`src/rtl/core/tscd_pkg.sv`:
```
// ----------------------------------------------------------------------------
// tscd_pkg
// Types, register indexes and saturating arithmetic of the two-sided CUSUM
// change detector.
// ----------------------------------------------------------------------------
`default_nettype none

package tscd_pkg;

  localparam int SMP_W     = 16;
  localparam int MAG_W     = 16;
  localparam int GAIN_W    = 16;
  localparam int THR_W     = 40;
  localparam int SUM_W     = 48;
  localparam int SUM_XW    = SUM_W + 1;
  localparam int OUT_IDX_W = 12;
  localparam int DIFF_W    = SMP_W + 3;
  localparam int PROD_W    = 36;
  localparam int INC_W     = 34;
  localparam int CFG_IDX_W = 2;

  localparam logic [CFG_IDX_W-1:0] REG_MEAN_LEVEL       = 2'd0;
  localparam logic [CFG_IDX_W-1:0] REG_CHANGE_MAGNITUDE = 2'd1;
  localparam logic [CFG_IDX_W-1:0] REG_GAIN             = 2'd2;
  localparam logic [CFG_IDX_W-1:0] REG_THRESHOLD        = 2'd3;

  localparam logic [GAIN_W-1:0] GAIN_RESET = 16'd256;

  localparam logic signed [SUM_W-1:0] SUM_MAX = {1'b0, {(SUM_W - 1){1'b1}}};
  localparam logic signed [SUM_W-1:0] SUM_MIN = {1'b1, {(SUM_W - 1){1'b0}}};

  typedef struct packed {
    logic signed [SMP_W-1:0] sample;
    logic                    restart;
  } in_item_t;

  typedef struct packed {
    logic                 alarm;
    logic                 direction;
    logic [OUT_IDX_W-1:0] detect_index;
    logic [OUT_IDX_W-1:0] change_index;
  } out_item_t;

  typedef struct packed {
    logic [CFG_IDX_W-1:0] reg_index;
    logic [THR_W-1:0]     wr_data;
  } cfg_item_t;

  typedef struct packed {
    logic signed [SMP_W-1:0] mean_level;
    logic [MAG_W-1:0]        change_magnitude;
    logic [GAIN_W-1:0]       gain;
    logic [THR_W-1:0]        threshold;
  } cfg_regs_t;

  typedef struct packed {
    logic signed [INC_W-1:0] inc_up;
    logic signed [INC_W-1:0] inc_down;
    logic                    restart;
  } incr_t;

  typedef struct packed {
    logic full;
    logic empty;
  } q_stat_t;

  function automatic logic signed [SUM_W-1:0] sat_add(
    input logic signed [SUM_W-1:0] a,
    input logic signed [INC_W-1:0] b
  );
    logic signed [SUM_XW-1:0] s;
    s = SUM_XW'(a) + SUM_XW'(b);
    if (s[SUM_W] != s[SUM_W-1]) begin
      return s[SUM_W] ? SUM_MIN : SUM_MAX;
    end
    return s[SUM_W-1:0];
  endfunction

endpackage

`default_nettype wire

```
`src/rtl/core/tscd_stream_if.sv`:
```
// ----------------------------------------------------------------------------
// tscd_stream_if
// Valid/ready channel carrying one payload of a given type per transaction.
// ----------------------------------------------------------------------------
`default_nettype none

interface tscd_stream_if #(
  parameter type T = logic
);
  logic valid;
  logic ready;
  T     payload;

  modport source (output valid, output payload, input ready);
  modport sink   (input valid, input payload, output ready);
endinterface

`default_nettype wire

```
`src/rtl/core/two_sided_cusum_detector_unit.sv`:
```
// ----------------------------------------------------------------------------
// two_sided_cusum_detector_unit
// Two-sided CUSUM change detector with one result transaction per sample.
// ----------------------------------------------------------------------------
// Usage:
//   in_ch  : one signed sample per transaction, with a restart flag that
//            opens a new series at index 0.
//   out_ch : one result per sample: alarm, direction, detect and change index.
//   cfg_ch : register writes (mean level, change magnitude, gain, threshold),
//            always ready; write only while no transaction is in flight.
//   Path: a sample enters the queue, is popped by the back end and its
//   result is registered for out_ch. Throughput: one sample per cycle while
//   out_ch does not stall, set by the back end's sum/minimum/threshold update.
//   The front forms both gain products; a short queue sits between front
//   and back, and a result register sits at the output, so in_ch keeps
//   accepting while a result waits. When out_ch stalls, the queue fills and
//   in_ch.ready drops once it is full.
//   Reset (rst_n low, synchronous): registers go to their reset values,
//   the series state clears and no result is pending.
// ----------------------------------------------------------------------------
`default_nettype none

module two_sided_cusum_detector_unit #(
  parameter int MAX_SAMPLES = 4096,
  parameter int QUEUE_DEPTH = 2
) (
  input  logic         clk,
  input  logic         rst_n,
  tscd_stream_if.sink   in_ch,
  tscd_stream_if.source out_ch,
  tscd_stream_if.sink   cfg_ch
);
  import tscd_pkg::*;

  cfg_regs_t cfg_r;
  in_item_t  in_item;
  cfg_item_t cfg_item;
  out_item_t out_item;
  incr_t     push_item, pop_item;
  logic      push_valid, push_ready, pop_valid, pop_ready;
  q_stat_t   q_stat;

  assign in_item      = in_ch.payload;
  assign cfg_item     = cfg_ch.payload;
  assign cfg_ch.ready = 1'b1;
  assign out_ch.payload = out_item;

  always_ff @(posedge clk) begin
    if (!rst_n) begin
      cfg_r.mean_level       <= '0;
      cfg_r.change_magnitude <= '0;
      cfg_r.gain             <= GAIN_RESET;
      cfg_r.threshold        <= '0;
    end else if (cfg_ch.valid) begin
      case (cfg_item.reg_index)
        REG_MEAN_LEVEL:       cfg_r.mean_level       <= cfg_item.wr_data[SMP_W-1:0];
        REG_CHANGE_MAGNITUDE: cfg_r.change_magnitude <= cfg_item.wr_data[MAG_W-1:0];
        REG_GAIN:             cfg_r.gain             <= cfg_item.wr_data[GAIN_W-1:0];
        REG_THRESHOLD:        cfg_r.threshold        <= cfg_item.wr_data;
        default: begin
        end
      endcase
    end
  end

  tscd_front u_front (
    .in_valid   (in_ch.valid),
    .in_ready   (in_ch.ready),
    .in_item    (in_item),
    .cfg        (cfg_r),
    .push_valid (push_valid),
    .push_ready (push_ready),
    .push_item  (push_item)
  );

  tscd_fifo #(
    .DEPTH (QUEUE_DEPTH)
  ) u_fifo (
    .clk        (clk),
    .rst_n      (rst_n),
    .push_valid (push_valid),
    .push_ready (push_ready),
    .push_item  (push_item),
    .pop_valid  (pop_valid),
    .pop_ready  (pop_ready),
    .pop_item   (pop_item),
    .stat       (q_stat)
  );

  tscd_back #(
    .MAX_SAMPLES (MAX_SAMPLES)
  ) u_back (
    .clk       (clk),
    .rst_n     (rst_n),
    .pop_valid (pop_valid),
    .pop_ready (pop_ready),
    .pop_item  (pop_item),
    .threshold (cfg_r.threshold),
    .out_valid (out_ch.valid),
    .out_ready (out_ch.ready),
    .out_item  (out_item)
  );

  a_no_result_after_reset: assert property (
    @(posedge clk) !rst_n |=> !out_ch.valid
  ) else $error("result pending right after reset");

  a_stall_only_when_queued: assert property (
    @(posedge clk) disable iff (!rst_n) !in_ch.ready |-> !q_stat.empty
  ) else $error("input stalled with an empty queue");

  a_quiet_fields_without_alarm: assert property (
    @(posedge clk) disable iff (!rst_n)
    out_ch.valid && !out_ch.payload.alarm |->
      !out_ch.payload.direction && out_ch.payload.detect_index == '0 &&
      out_ch.payload.change_index == '0
  ) else $error("result fields set without an alarm");

endmodule

`default_nettype wire

```
`src/rtl/core/tscd_front.sv`:
```
// ----------------------------------------------------------------------------
// tscd_front
// Input side: centers the sample and forms both scaled log-likelihood
// increments, then pushes them with the restart flag into the queue.
// ----------------------------------------------------------------------------
`default_nettype none

module tscd_front (
  input  logic                in_valid,
  output logic                in_ready,
  input  tscd_pkg::in_item_t  in_item,
  input  tscd_pkg::cfg_regs_t cfg,
  output logic                push_valid,
  input  logic                push_ready,
  output tscd_pkg::incr_t     push_item
);
  import tscd_pkg::*;

  logic signed [DIFF_W-1:0] centered;
  logic signed [DIFF_W-1:0] twice;
  logic signed [DIFF_W-1:0] mag;
  logic signed [DIFF_W-1:0] arg_up;
  logic signed [DIFF_W-1:0] arg_down;
  logic signed [PROD_W-1:0] gain_ext;
  logic signed [PROD_W-1:0] prod_up;
  logic signed [PROD_W-1:0] prod_down;

  always_comb begin
    centered  = DIFF_W'(in_item.sample) - DIFF_W'(cfg.mean_level);
    twice     = centered <<< 1;
    mag       = DIFF_W'($signed({1'b0, cfg.change_magnitude}));
    arg_up    = twice - mag;
    arg_down  = DIFF_W'(0) - twice - mag;
    gain_ext  = PROD_W'($signed({1'b0, cfg.gain}));
    prod_up   = PROD_W'(arg_up) * gain_ext;
    prod_down = PROD_W'(arg_down) * gain_ext;
  end

  // floor of half: drop the low bit of the arithmetic product
  assign push_item.inc_up   = prod_up[INC_W:1];
  assign push_item.inc_down = prod_down[INC_W:1];
  assign push_item.restart  = in_item.restart;
  assign push_valid         = in_valid;
  assign in_ready           = push_ready;

endmodule

`default_nettype wire

```
`src/rtl/core/tscd_fifo.sv`:
```
// ----------------------------------------------------------------------------
// tscd_fifo
// Short register queue of increment transactions between front and back.
// ----------------------------------------------------------------------------
`default_nettype none

module tscd_fifo #(
  parameter int DEPTH = 2
) (
  input  logic              clk,
  input  logic              rst_n,
  input  logic              push_valid,
  output logic              push_ready,
  input  tscd_pkg::incr_t   push_item,
  output logic              pop_valid,
  input  logic              pop_ready,
  output tscd_pkg::incr_t   pop_item,
  output tscd_pkg::q_stat_t stat
);
  import tscd_pkg::*;

  localparam int PW = (DEPTH > 1) ? $clog2(DEPTH) : 1;
  localparam int CW = $clog2(DEPTH + 1);

  incr_t         mem_r [DEPTH];
  logic [PW-1:0] wr_ptr_r, wr_ptr_nxt;
  logic [PW-1:0] rd_ptr_r, rd_ptr_nxt;
  logic [CW-1:0] cnt_r, cnt_nxt;
  logic          push_fire;
  logic          pop_fire;

  assign stat.full  = (cnt_r == CW'(DEPTH));
  assign stat.empty = (cnt_r == '0);
  assign push_ready = !stat.full;
  assign pop_valid  = !stat.empty;
  assign pop_item   = mem_r[rd_ptr_r];
  assign push_fire  = push_valid && push_ready;
  assign pop_fire   = pop_valid && pop_ready;

  always_comb begin
    wr_ptr_nxt = wr_ptr_r;
    rd_ptr_nxt = rd_ptr_r;
    cnt_nxt    = cnt_r;
    if (push_fire) begin
      wr_ptr_nxt = (wr_ptr_r == PW'(DEPTH - 1)) ? '0 : wr_ptr_r + 1'b1;
    end
    if (pop_fire) begin
      rd_ptr_nxt = (rd_ptr_r == PW'(DEPTH - 1)) ? '0 : rd_ptr_r + 1'b1;
    end
    if (push_fire && !pop_fire) begin
      cnt_nxt = cnt_r + 1'b1;
    end else if (pop_fire && !push_fire) begin
      cnt_nxt = cnt_r - 1'b1;
    end
  end

  always_ff @(posedge clk) begin
    if (!rst_n) begin
      wr_ptr_r <= '0;
      rd_ptr_r <= '0;
      cnt_r    <= '0;
    end else begin
      wr_ptr_r <= wr_ptr_nxt;
      rd_ptr_r <= rd_ptr_nxt;
      cnt_r    <= cnt_nxt;
    end
  end

  always_ff @(posedge clk) begin
    if (push_fire) begin
      mem_r[wr_ptr_r] <= push_item;
    end
  end

endmodule

`default_nettype wire

```
`src/rtl/core/tscd_back.sv`:
```
// ----------------------------------------------------------------------------
// tscd_back
// Series state: saturating sums, running minima, alarm test and freeze,
// and the registered result stage.
// ----------------------------------------------------------------------------
`default_nettype none

module tscd_back #(
  parameter int MAX_SAMPLES = 4096
) (
  input  logic                         clk,
  input  logic                         rst_n,
  input  logic                         pop_valid,
  output logic                         pop_ready,
  input  tscd_pkg::incr_t              pop_item,
  input  logic [tscd_pkg::THR_W-1:0]   threshold,
  output logic                         out_valid,
  input  logic                         out_ready,
  output tscd_pkg::out_item_t          out_item
);
  import tscd_pkg::*;

  localparam int IDX_W = $clog2(MAX_SAMPLES);
  localparam logic [IDX_W-1:0] IDX_LAST = IDX_W'(MAX_SAMPLES - 1);

  logic signed [SUM_W-1:0] sum_up_r, sum_up_nxt, sum_dn_r, sum_dn_nxt;
  logic signed [SUM_W-1:0] min_up_r, min_up_nxt, min_dn_r, min_dn_nxt;
  logic [IDX_W-1:0]        arg_up_r, arg_up_nxt, arg_dn_r, arg_dn_nxt;
  logic [IDX_W-1:0]        idx_r, idx_nxt;
  logic [IDX_W-1:0]        det_r, det_nxt, chg_r, chg_nxt;
  logic                    alarm_r, alarm_nxt, dir_r, dir_nxt;
  logic                    out_valid_r;
  out_item_t               out_item_r;

  logic                    pop_fire;
  logic                    frozen;
  logic signed [SUM_W-1:0] base_sum_up, base_sum_dn, base_min_up, base_min_dn;
  logic [IDX_W-1:0]        base_arg_up, base_arg_dn, n;
  logic signed [SUM_W-1:0] new_up, new_dn;
  logic [SUM_W-1:0]        gap_up, gap_dn, thr_ext;
  logic                    first, take_up, take_dn, hit_up, hit_dn;

  assign pop_ready = !out_valid_r || out_ready;
  assign pop_fire  = pop_valid && pop_ready;
  assign frozen    = alarm_r && !pop_item.restart;
  assign thr_ext   = SUM_W'(threshold);

  always_comb begin
    base_sum_up = pop_item.restart ? '0 : sum_up_r;
    base_sum_dn = pop_item.restart ? '0 : sum_dn_r;
    base_min_up = pop_item.restart ? '0 : min_up_r;
    base_min_dn = pop_item.restart ? '0 : min_dn_r;
    base_arg_up = pop_item.restart ? '0 : arg_up_r;
    base_arg_dn = pop_item.restart ? '0 : arg_dn_r;
    n           = pop_item.restart ? '0 : idx_r;
    first       = (n == '0);
    new_up      = sat_add(base_sum_up, pop_item.inc_up);
    new_dn      = sat_add(base_sum_dn, pop_item.inc_down);
    take_up     = first || (new_up < base_min_up);
    take_dn     = first || (new_dn < base_min_dn);
    gap_up      = new_up - base_min_up;
    gap_dn      = new_dn - base_min_dn;
    hit_up      = !take_up && (gap_up > thr_ext);
    hit_dn      = !take_dn && (gap_dn > thr_ext);

    sum_up_nxt = sum_up_r;
    sum_dn_nxt = sum_dn_r;
    min_up_nxt = min_up_r;
    min_dn_nxt = min_dn_r;
    arg_up_nxt = arg_up_r;
    arg_dn_nxt = arg_dn_r;
    idx_nxt    = idx_r;
    alarm_nxt  = alarm_r;
    dir_nxt    = dir_r;
    det_nxt    = det_r;
    chg_nxt    = chg_r;
    if (pop_fire && !frozen) begin
      sum_up_nxt = new_up;
      sum_dn_nxt = new_dn;
      min_up_nxt = take_up ? new_up : base_min_up;
      min_dn_nxt = take_dn ? new_dn : base_min_dn;
      arg_up_nxt = take_up ? n : base_arg_up;
      arg_dn_nxt = take_dn ? n : base_arg_dn;
      alarm_nxt  = hit_up || hit_dn;
      dir_nxt    = !hit_up && hit_dn;
      det_nxt    = (hit_up || hit_dn) ? n : '0;
      chg_nxt    = hit_up ? arg_up_nxt : (hit_dn ? arg_dn_nxt : '0);
      idx_nxt    = (!(hit_up || hit_dn) && (n < IDX_LAST)) ? n + 1'b1 : n;
    end
  end

  always_ff @(posedge clk) begin
    if (!rst_n) begin
      sum_up_r    <= '0;
      sum_dn_r    <= '0;
      min_up_r    <= '0;
      min_dn_r    <= '0;
      arg_up_r    <= '0;
      arg_dn_r    <= '0;
      idx_r       <= '0;
      alarm_r     <= 1'b0;
      dir_r       <= 1'b0;
      det_r       <= '0;
      chg_r       <= '0;
      out_valid_r <= 1'b0;
    end else begin
      sum_up_r <= sum_up_nxt;
      sum_dn_r <= sum_dn_nxt;
      min_up_r <= min_up_nxt;
      min_dn_r <= min_dn_nxt;
      arg_up_r <= arg_up_nxt;
      arg_dn_r <= arg_dn_nxt;
      idx_r    <= idx_nxt;
      alarm_r  <= alarm_nxt;
      dir_r    <= dir_nxt;
      det_r    <= det_nxt;
      chg_r    <= chg_nxt;
      if (pop_fire) begin
        out_valid_r <= 1'b1;
      end else if (out_ready) begin
        out_valid_r <= 1'b0;
      end
    end
  end

  always_ff @(posedge clk) begin
    if (pop_fire) begin
      out_item_r.alarm        <= alarm_nxt;
      out_item_r.direction    <= dir_nxt;
      out_item_r.detect_index <= OUT_IDX_W'(det_nxt);
      out_item_r.change_index <= OUT_IDX_W'(chg_nxt);
    end
  end

  assign out_valid = out_valid_r;
  assign out_item  = out_item_r;

endmodule

`default_nettype wire

```
`src/flat_wrapper.sv`:
```
// flat-port wrapper written by rule: the top's interface ports become plain ports
module two_sided_cusum_detector_unit_flat import tscd_pkg::*;
#(
  parameter int MAX_SAMPLES = 4096,
  parameter int QUEUE_DEPTH = 2
)
  (clk, rst_n, in_ch_valid, in_ch_payload, in_ch_ready, out_ch_valid, out_ch_payload, out_ch_ready, cfg_ch_valid, cfg_ch_payload, cfg_ch_ready);
  tscd_stream_if #(.T(in_item_t)) in_ch_i ();
  tscd_stream_if #(.T(out_item_t)) out_ch_i ();
  tscd_stream_if #(.T(cfg_item_t)) cfg_ch_i ();
  input  logic clk;
  input  logic rst_n;
  input wire logic [$bits(in_ch_i.valid)-1:0] in_ch_valid;
  input wire logic [$bits(in_ch_i.payload)-1:0] in_ch_payload;
  output wire logic [$bits(in_ch_i.ready)-1:0] in_ch_ready;
  output wire logic [$bits(out_ch_i.valid)-1:0] out_ch_valid;
  output wire logic [$bits(out_ch_i.payload)-1:0] out_ch_payload;
  input wire logic [$bits(out_ch_i.ready)-1:0] out_ch_ready;
  input wire logic [$bits(cfg_ch_i.valid)-1:0] cfg_ch_valid;
  input wire logic [$bits(cfg_ch_i.payload)-1:0] cfg_ch_payload;
  output wire logic [$bits(cfg_ch_i.ready)-1:0] cfg_ch_ready;
  assign in_ch_i.valid = in_ch_valid;
  assign in_ch_i.payload = in_ch_payload;
  assign in_ch_ready = in_ch_i.ready;
  assign out_ch_valid = out_ch_i.valid;
  assign out_ch_payload = out_ch_i.payload;
  assign out_ch_i.ready = out_ch_ready;
  assign cfg_ch_i.valid = cfg_ch_valid;
  assign cfg_ch_i.payload = cfg_ch_payload;
  assign cfg_ch_ready = cfg_ch_i.ready;
  two_sided_cusum_detector_unit #(.MAX_SAMPLES(MAX_SAMPLES), .QUEUE_DEPTH(QUEUE_DEPTH)) u_core (.clk(clk), .rst_n(rst_n), .in_ch(in_ch_i), .out_ch(out_ch_i), .cfg_ch(cfg_ch_i));
endmodule
```
`config.mk`:
```
export PLATFORM = sky130hd
export DESIGN_NAME = two_sided_cusum_detector_unit_flat
export DESIGN_NICKNAME = d
export VERILOG_FILES = /design/src/rtl/core/tscd_pkg.sv /design/src/rtl/core/tscd_stream_if.sv /design/src/rtl/core/two_sided_cusum_detector_unit.sv /design/src/rtl/core/tscd_front.sv /design/src/rtl/core/tscd_fifo.sv /design/src/rtl/core/tscd_back.sv /design/src/flat_wrapper.sv
export SDC_FILE = /design/constraint.sdc
export NUM_CORES = 2
export LEC_CHECK = 0
export ABC_AREA = 1
export BUFFER_PORTS_ARGS = -buffer_cell sky130_fd_sc_hd__buf_4
export CAP_MARGIN = 20
export CORE_MARGIN = 2
export CORE_UTILIZATION = 50
export DETAILED_ROUTE_END_ITERATION = 8
export HOLD_SLACK_MARGIN = 0.02
export PLACE_DENSITY = 0.64
export SYNTH_ARGS = -nofsm -noshare
export SYNTH_HDL_FRONTEND = slang
export SYNTH_SLANG_ARGS = --single-unit
```
`constraint.sdc`:
```
create_clock -name clk -period 12.15 [get_ports clk]
set_clock_uncertainty 0.15 [all_clocks]
set_input_delay 3.0375 -clock clk [delete_from_list [all_inputs] [get_ports clk]]
set_output_delay 3.0375 -clock clk [all_outputs]
set_load 0.03 [all_outputs]
```
==> results.ini <==
[outcome]
status = finished clean

[placement]
post-dp-hpwl_um = 165000
gp_congestion = 1.04
placed_cell_area_mm2 = 0.0662
port_buffers = 91

[cells_and_area]
areaGrowthSynthToFinish_pct = 11.0
drive_above_1_share_pct = 9.20
design_area_mm2 = 0.0684
final_nets = 10028

[critical_path]
cp_slowest_cell = fa_1
arrival_ns = 11.86
worstSetupEndpointType = register
max_stage_delay_ns = 0.58
cp-start-kind = primary input
reg2reg_slack_ns = 1.91
cp_common_cell = inv_1
cp_max_fo = 7
crit_type = primary input to register
reg2reg_depth = 46
crit_required_ns = 12.43
reg2reg_to = u_core.u_back.out_item[0]

[sta]
setup_viol = 0
fin_crit_sh_pct = 95.3
maxSlewViolCount = 0
fin_setup_tns_ns = 0
finalHoldViolCount = 0
tightest_slew_ns = 1.12
finalHoldWorstSlack_ns = 0.308
timing.fmax_mhz = 86.4
min_period_ns = 11.57
slew_headroom_pct = 25.2

[floorplan]
io_pins = 93
die_h_um = 355
die_w_um = 355
core_area_mm2 = 0.122
die_area_mm2 = 0.126
initial_utilization_pct = 50.5
row_count = 128

[route]
vias_per_cell = 5.35
drt_iter0_markers = 4968
route.vias.total = 56305
remaining_drc_errors = 0
drtAntennaViolNets = 0
dr.pass1.iters = 6
routedWlPerCell_um = 19.4
wl_um = 204000

[synth]
async_reset_ff_share_pct = 0
synth-seq-cells = 510
synth_area_per_cell_um2 = 7.19
synthesis.area_mm2 = 0.0616
synth_edf_count = 162
syn_nets = 9755
yosysWarningCount = 0
synth_cell_type_count = 74
syn_inst = 8569
ys.flop_type = dfxtp_1
yosysSeqAreaShare_pct = 19.2

[clock_tree]
path_clk_slew_ns = 0.06
htreeDepth = 2
cts_tree = built
clockRootBuffer = clkbuf_16
clk_latency_ns = 0.74
cts_max_path_buffers = 3
cts_made_buffers = 61
clock-sinks = 510

[global_routing]
grt-ovfl-total = 0
grt_pass1_wl_um = 318000
antenna_found_initial = 11
grt_pass1_vias = 55301
grt_max_degree = 105
grtUsageTotal_pct = 32.6

[min_path]
worstHoldEndpoint = u_core.cfg_r[77]
hold_depth = 2
hp-class = register to register
min_from = u_core.cfg_r[77]

[run]
cap_violations = 0

[stage by stage]
stage	utilization (%)	instances	setup slack [ns]
detailed placement	54.2	10401	-0.189
finish	56.1	10520	0.576
CTS	56.0	10514	0.489
global route	56.1	10520	-0.0564
global placement	54.2	10401	-0.148
floorplan	-	8569	0.571
[area by class of cell]
cell class	count	area, um^2
clock inverter	37	513
tap	1625	2030
multi-input combinational	6073	42200
timing repair buffer	484	3720
antenna	3	7.51
clock buffer	76	1610
sequential	510	11800
fill	12008	53600
inverter	1712	6440
[flip-flops by register name, indices dropped and copies added (netlist names), named ones only]
name / count
u_core.u_back.out_valid: 1
u_core.u_back.det_r: 12
u_core.u_fifo.wr_ptr_r: 1
u_core.u_back.sum_up_r: 48
u_core.u_fifo.rd_ptr_r: 1
u_core.cfg_r: 88
u_core.u_back.arg_dn_r: 12
u_core.u_back.out_item: 26
u_core.u_back.idx_r: 12
u_core.u_fifo.cnt_r: 2
u_core.u_back.chg_r: 12
u_core.u_back.dir_r: 1
u_core.u_back.min_up_r: 48
u_core.u_back.sum_dn_r: 48
u_core.u_back.alarm_r: 1
u_core.u_back.min_dn_r: 48
u_core.u_back.arg_up_r: 12
u_core.u_fifo.mem_r: 136
[metal layers]
metal | vias to the layer above | wire (um) | track usage, % | part of all wire, %
met1 | 26925 | 92200 | 46.5 | 45
met4 | 0 | 6150 | 9.26 | 3.0
met5 | - | 0 | 0 | 0
li1 | 27225 | - | - | -
met3 | 279 | 17400 | 6.24 | 8.5
met2 | 1876 | 88300 | 50.4 | 43
[critical path: cells and delay by family]
family	cells	cell delay [ns]
xor gates and xnor gates	1	0.16
AOI/OAI and AO/OA	12	1.85
and+or+nand+nor	13	1.53
adders and majority gates	10	4.35
buffers and inverters	11	0.97
[synth_stat cells, types with 10 or more instances]
cell         n  area [um^2]
buf_6       14          158
nand2_2     59          369
ha_1       511         6390
fa_1       611        12200
o21ai_0    382         1910
nand3_2     14          140
nor3_1      42          210
o21a_1      19          143
o21bai_1    46          345
inv_1     1673         6280
clkbuf_1   202          758
nand4_1     53          332
nand2_1   1948         7310
buf_2       28          140
a21o_1      25          188
inv_2       24         90.1
nor2_2      20          125
o21ai_1    130          651
a21oi_1    733         3670
xor2_1     164         1440
a21boi_0    16          120
xnor2_1     98          858
nor2_1     776         2910
a21oi_2     10         87.6
buf_1       13         48.8
nor4_1      11         68.8
clkinv_1    11         41.3
dfxtp_1    348         6970
edfxtp_1   162         4860
nand3_1    207         1040
or2_2       39          244
a31oi_1     64          400
[kinds of logic (layout without fill, tap and decap cells)]
| family | count (synthesis) | in the layout | synth area share, % |
|---|---|---|---|
| DFF | 510 | 510 | 19.2 |
| other | 1 | 4 | 0.00608 |
| buffers and inverters | 1986 | 2309 | 12.5 |
| AOI/OAI and AO/OA | 1475 | 1475 | 13.0 |
| xor gates and xnor gates | 264 | 264 | 3.77 |
| and+or+nand+nor | 3211 | 3211 | 21.3 |
| adders and majority gates | 1122 | 1122 | 30.2 |
[placed cells by master, fill, tap and decap left out, types with 27 or more instances in the layout]
master and instances:
a21oi_1 730, a31oi_1 64, buf_4 476, clkbuf_16 62, dfxtp_1 346, edfxtp_1 162
fa_1 609, ha_1 511, inv_1 1669, inv_2 27, nand2_1 1946, nand2_2 60
nand3_1 206, nand4_1 53, nor2_1 771, nor3_1 40, o21ai_0 380, o21ai_1 130
o21bai_1 45, or2_2 40, xnor2_1 98, xor2_1 162
[timing repair]
item,in CTS,in global routing
setup endpoints to repair,0,46
resized for setup,0,25
buffers inserted,0,3
hold buffers,0,0
[worst max-delay path by stage]
stage	from	to	slack (ns)	cells past startpoint
floorplan	in_ch_payload[3]	u_core.u_fifo.mem_r[0][68]	0.57	43
global placement	in_ch_payload[1]	u_core.u_fifo.mem_r[0][34]	-0.15	47
detailed placement	in_ch_payload[1]	u_core.u_fifo.mem_r[1][34]	-0.19	48
CTS	in_ch_payload[1]	u_core.u_fifo.mem_r[0][34]	0.49	48
global route	in_ch_payload[3]	u_core.u_fifo.mem_r[0][65]	-0.06	49
finish	in_ch_payload[3]	u_core.u_fifo.mem_r[1][32]	0.58	47
Power is not shown: default switching activity piles up to over one toggle a cycle in this logic, so the estimate is an artifact.
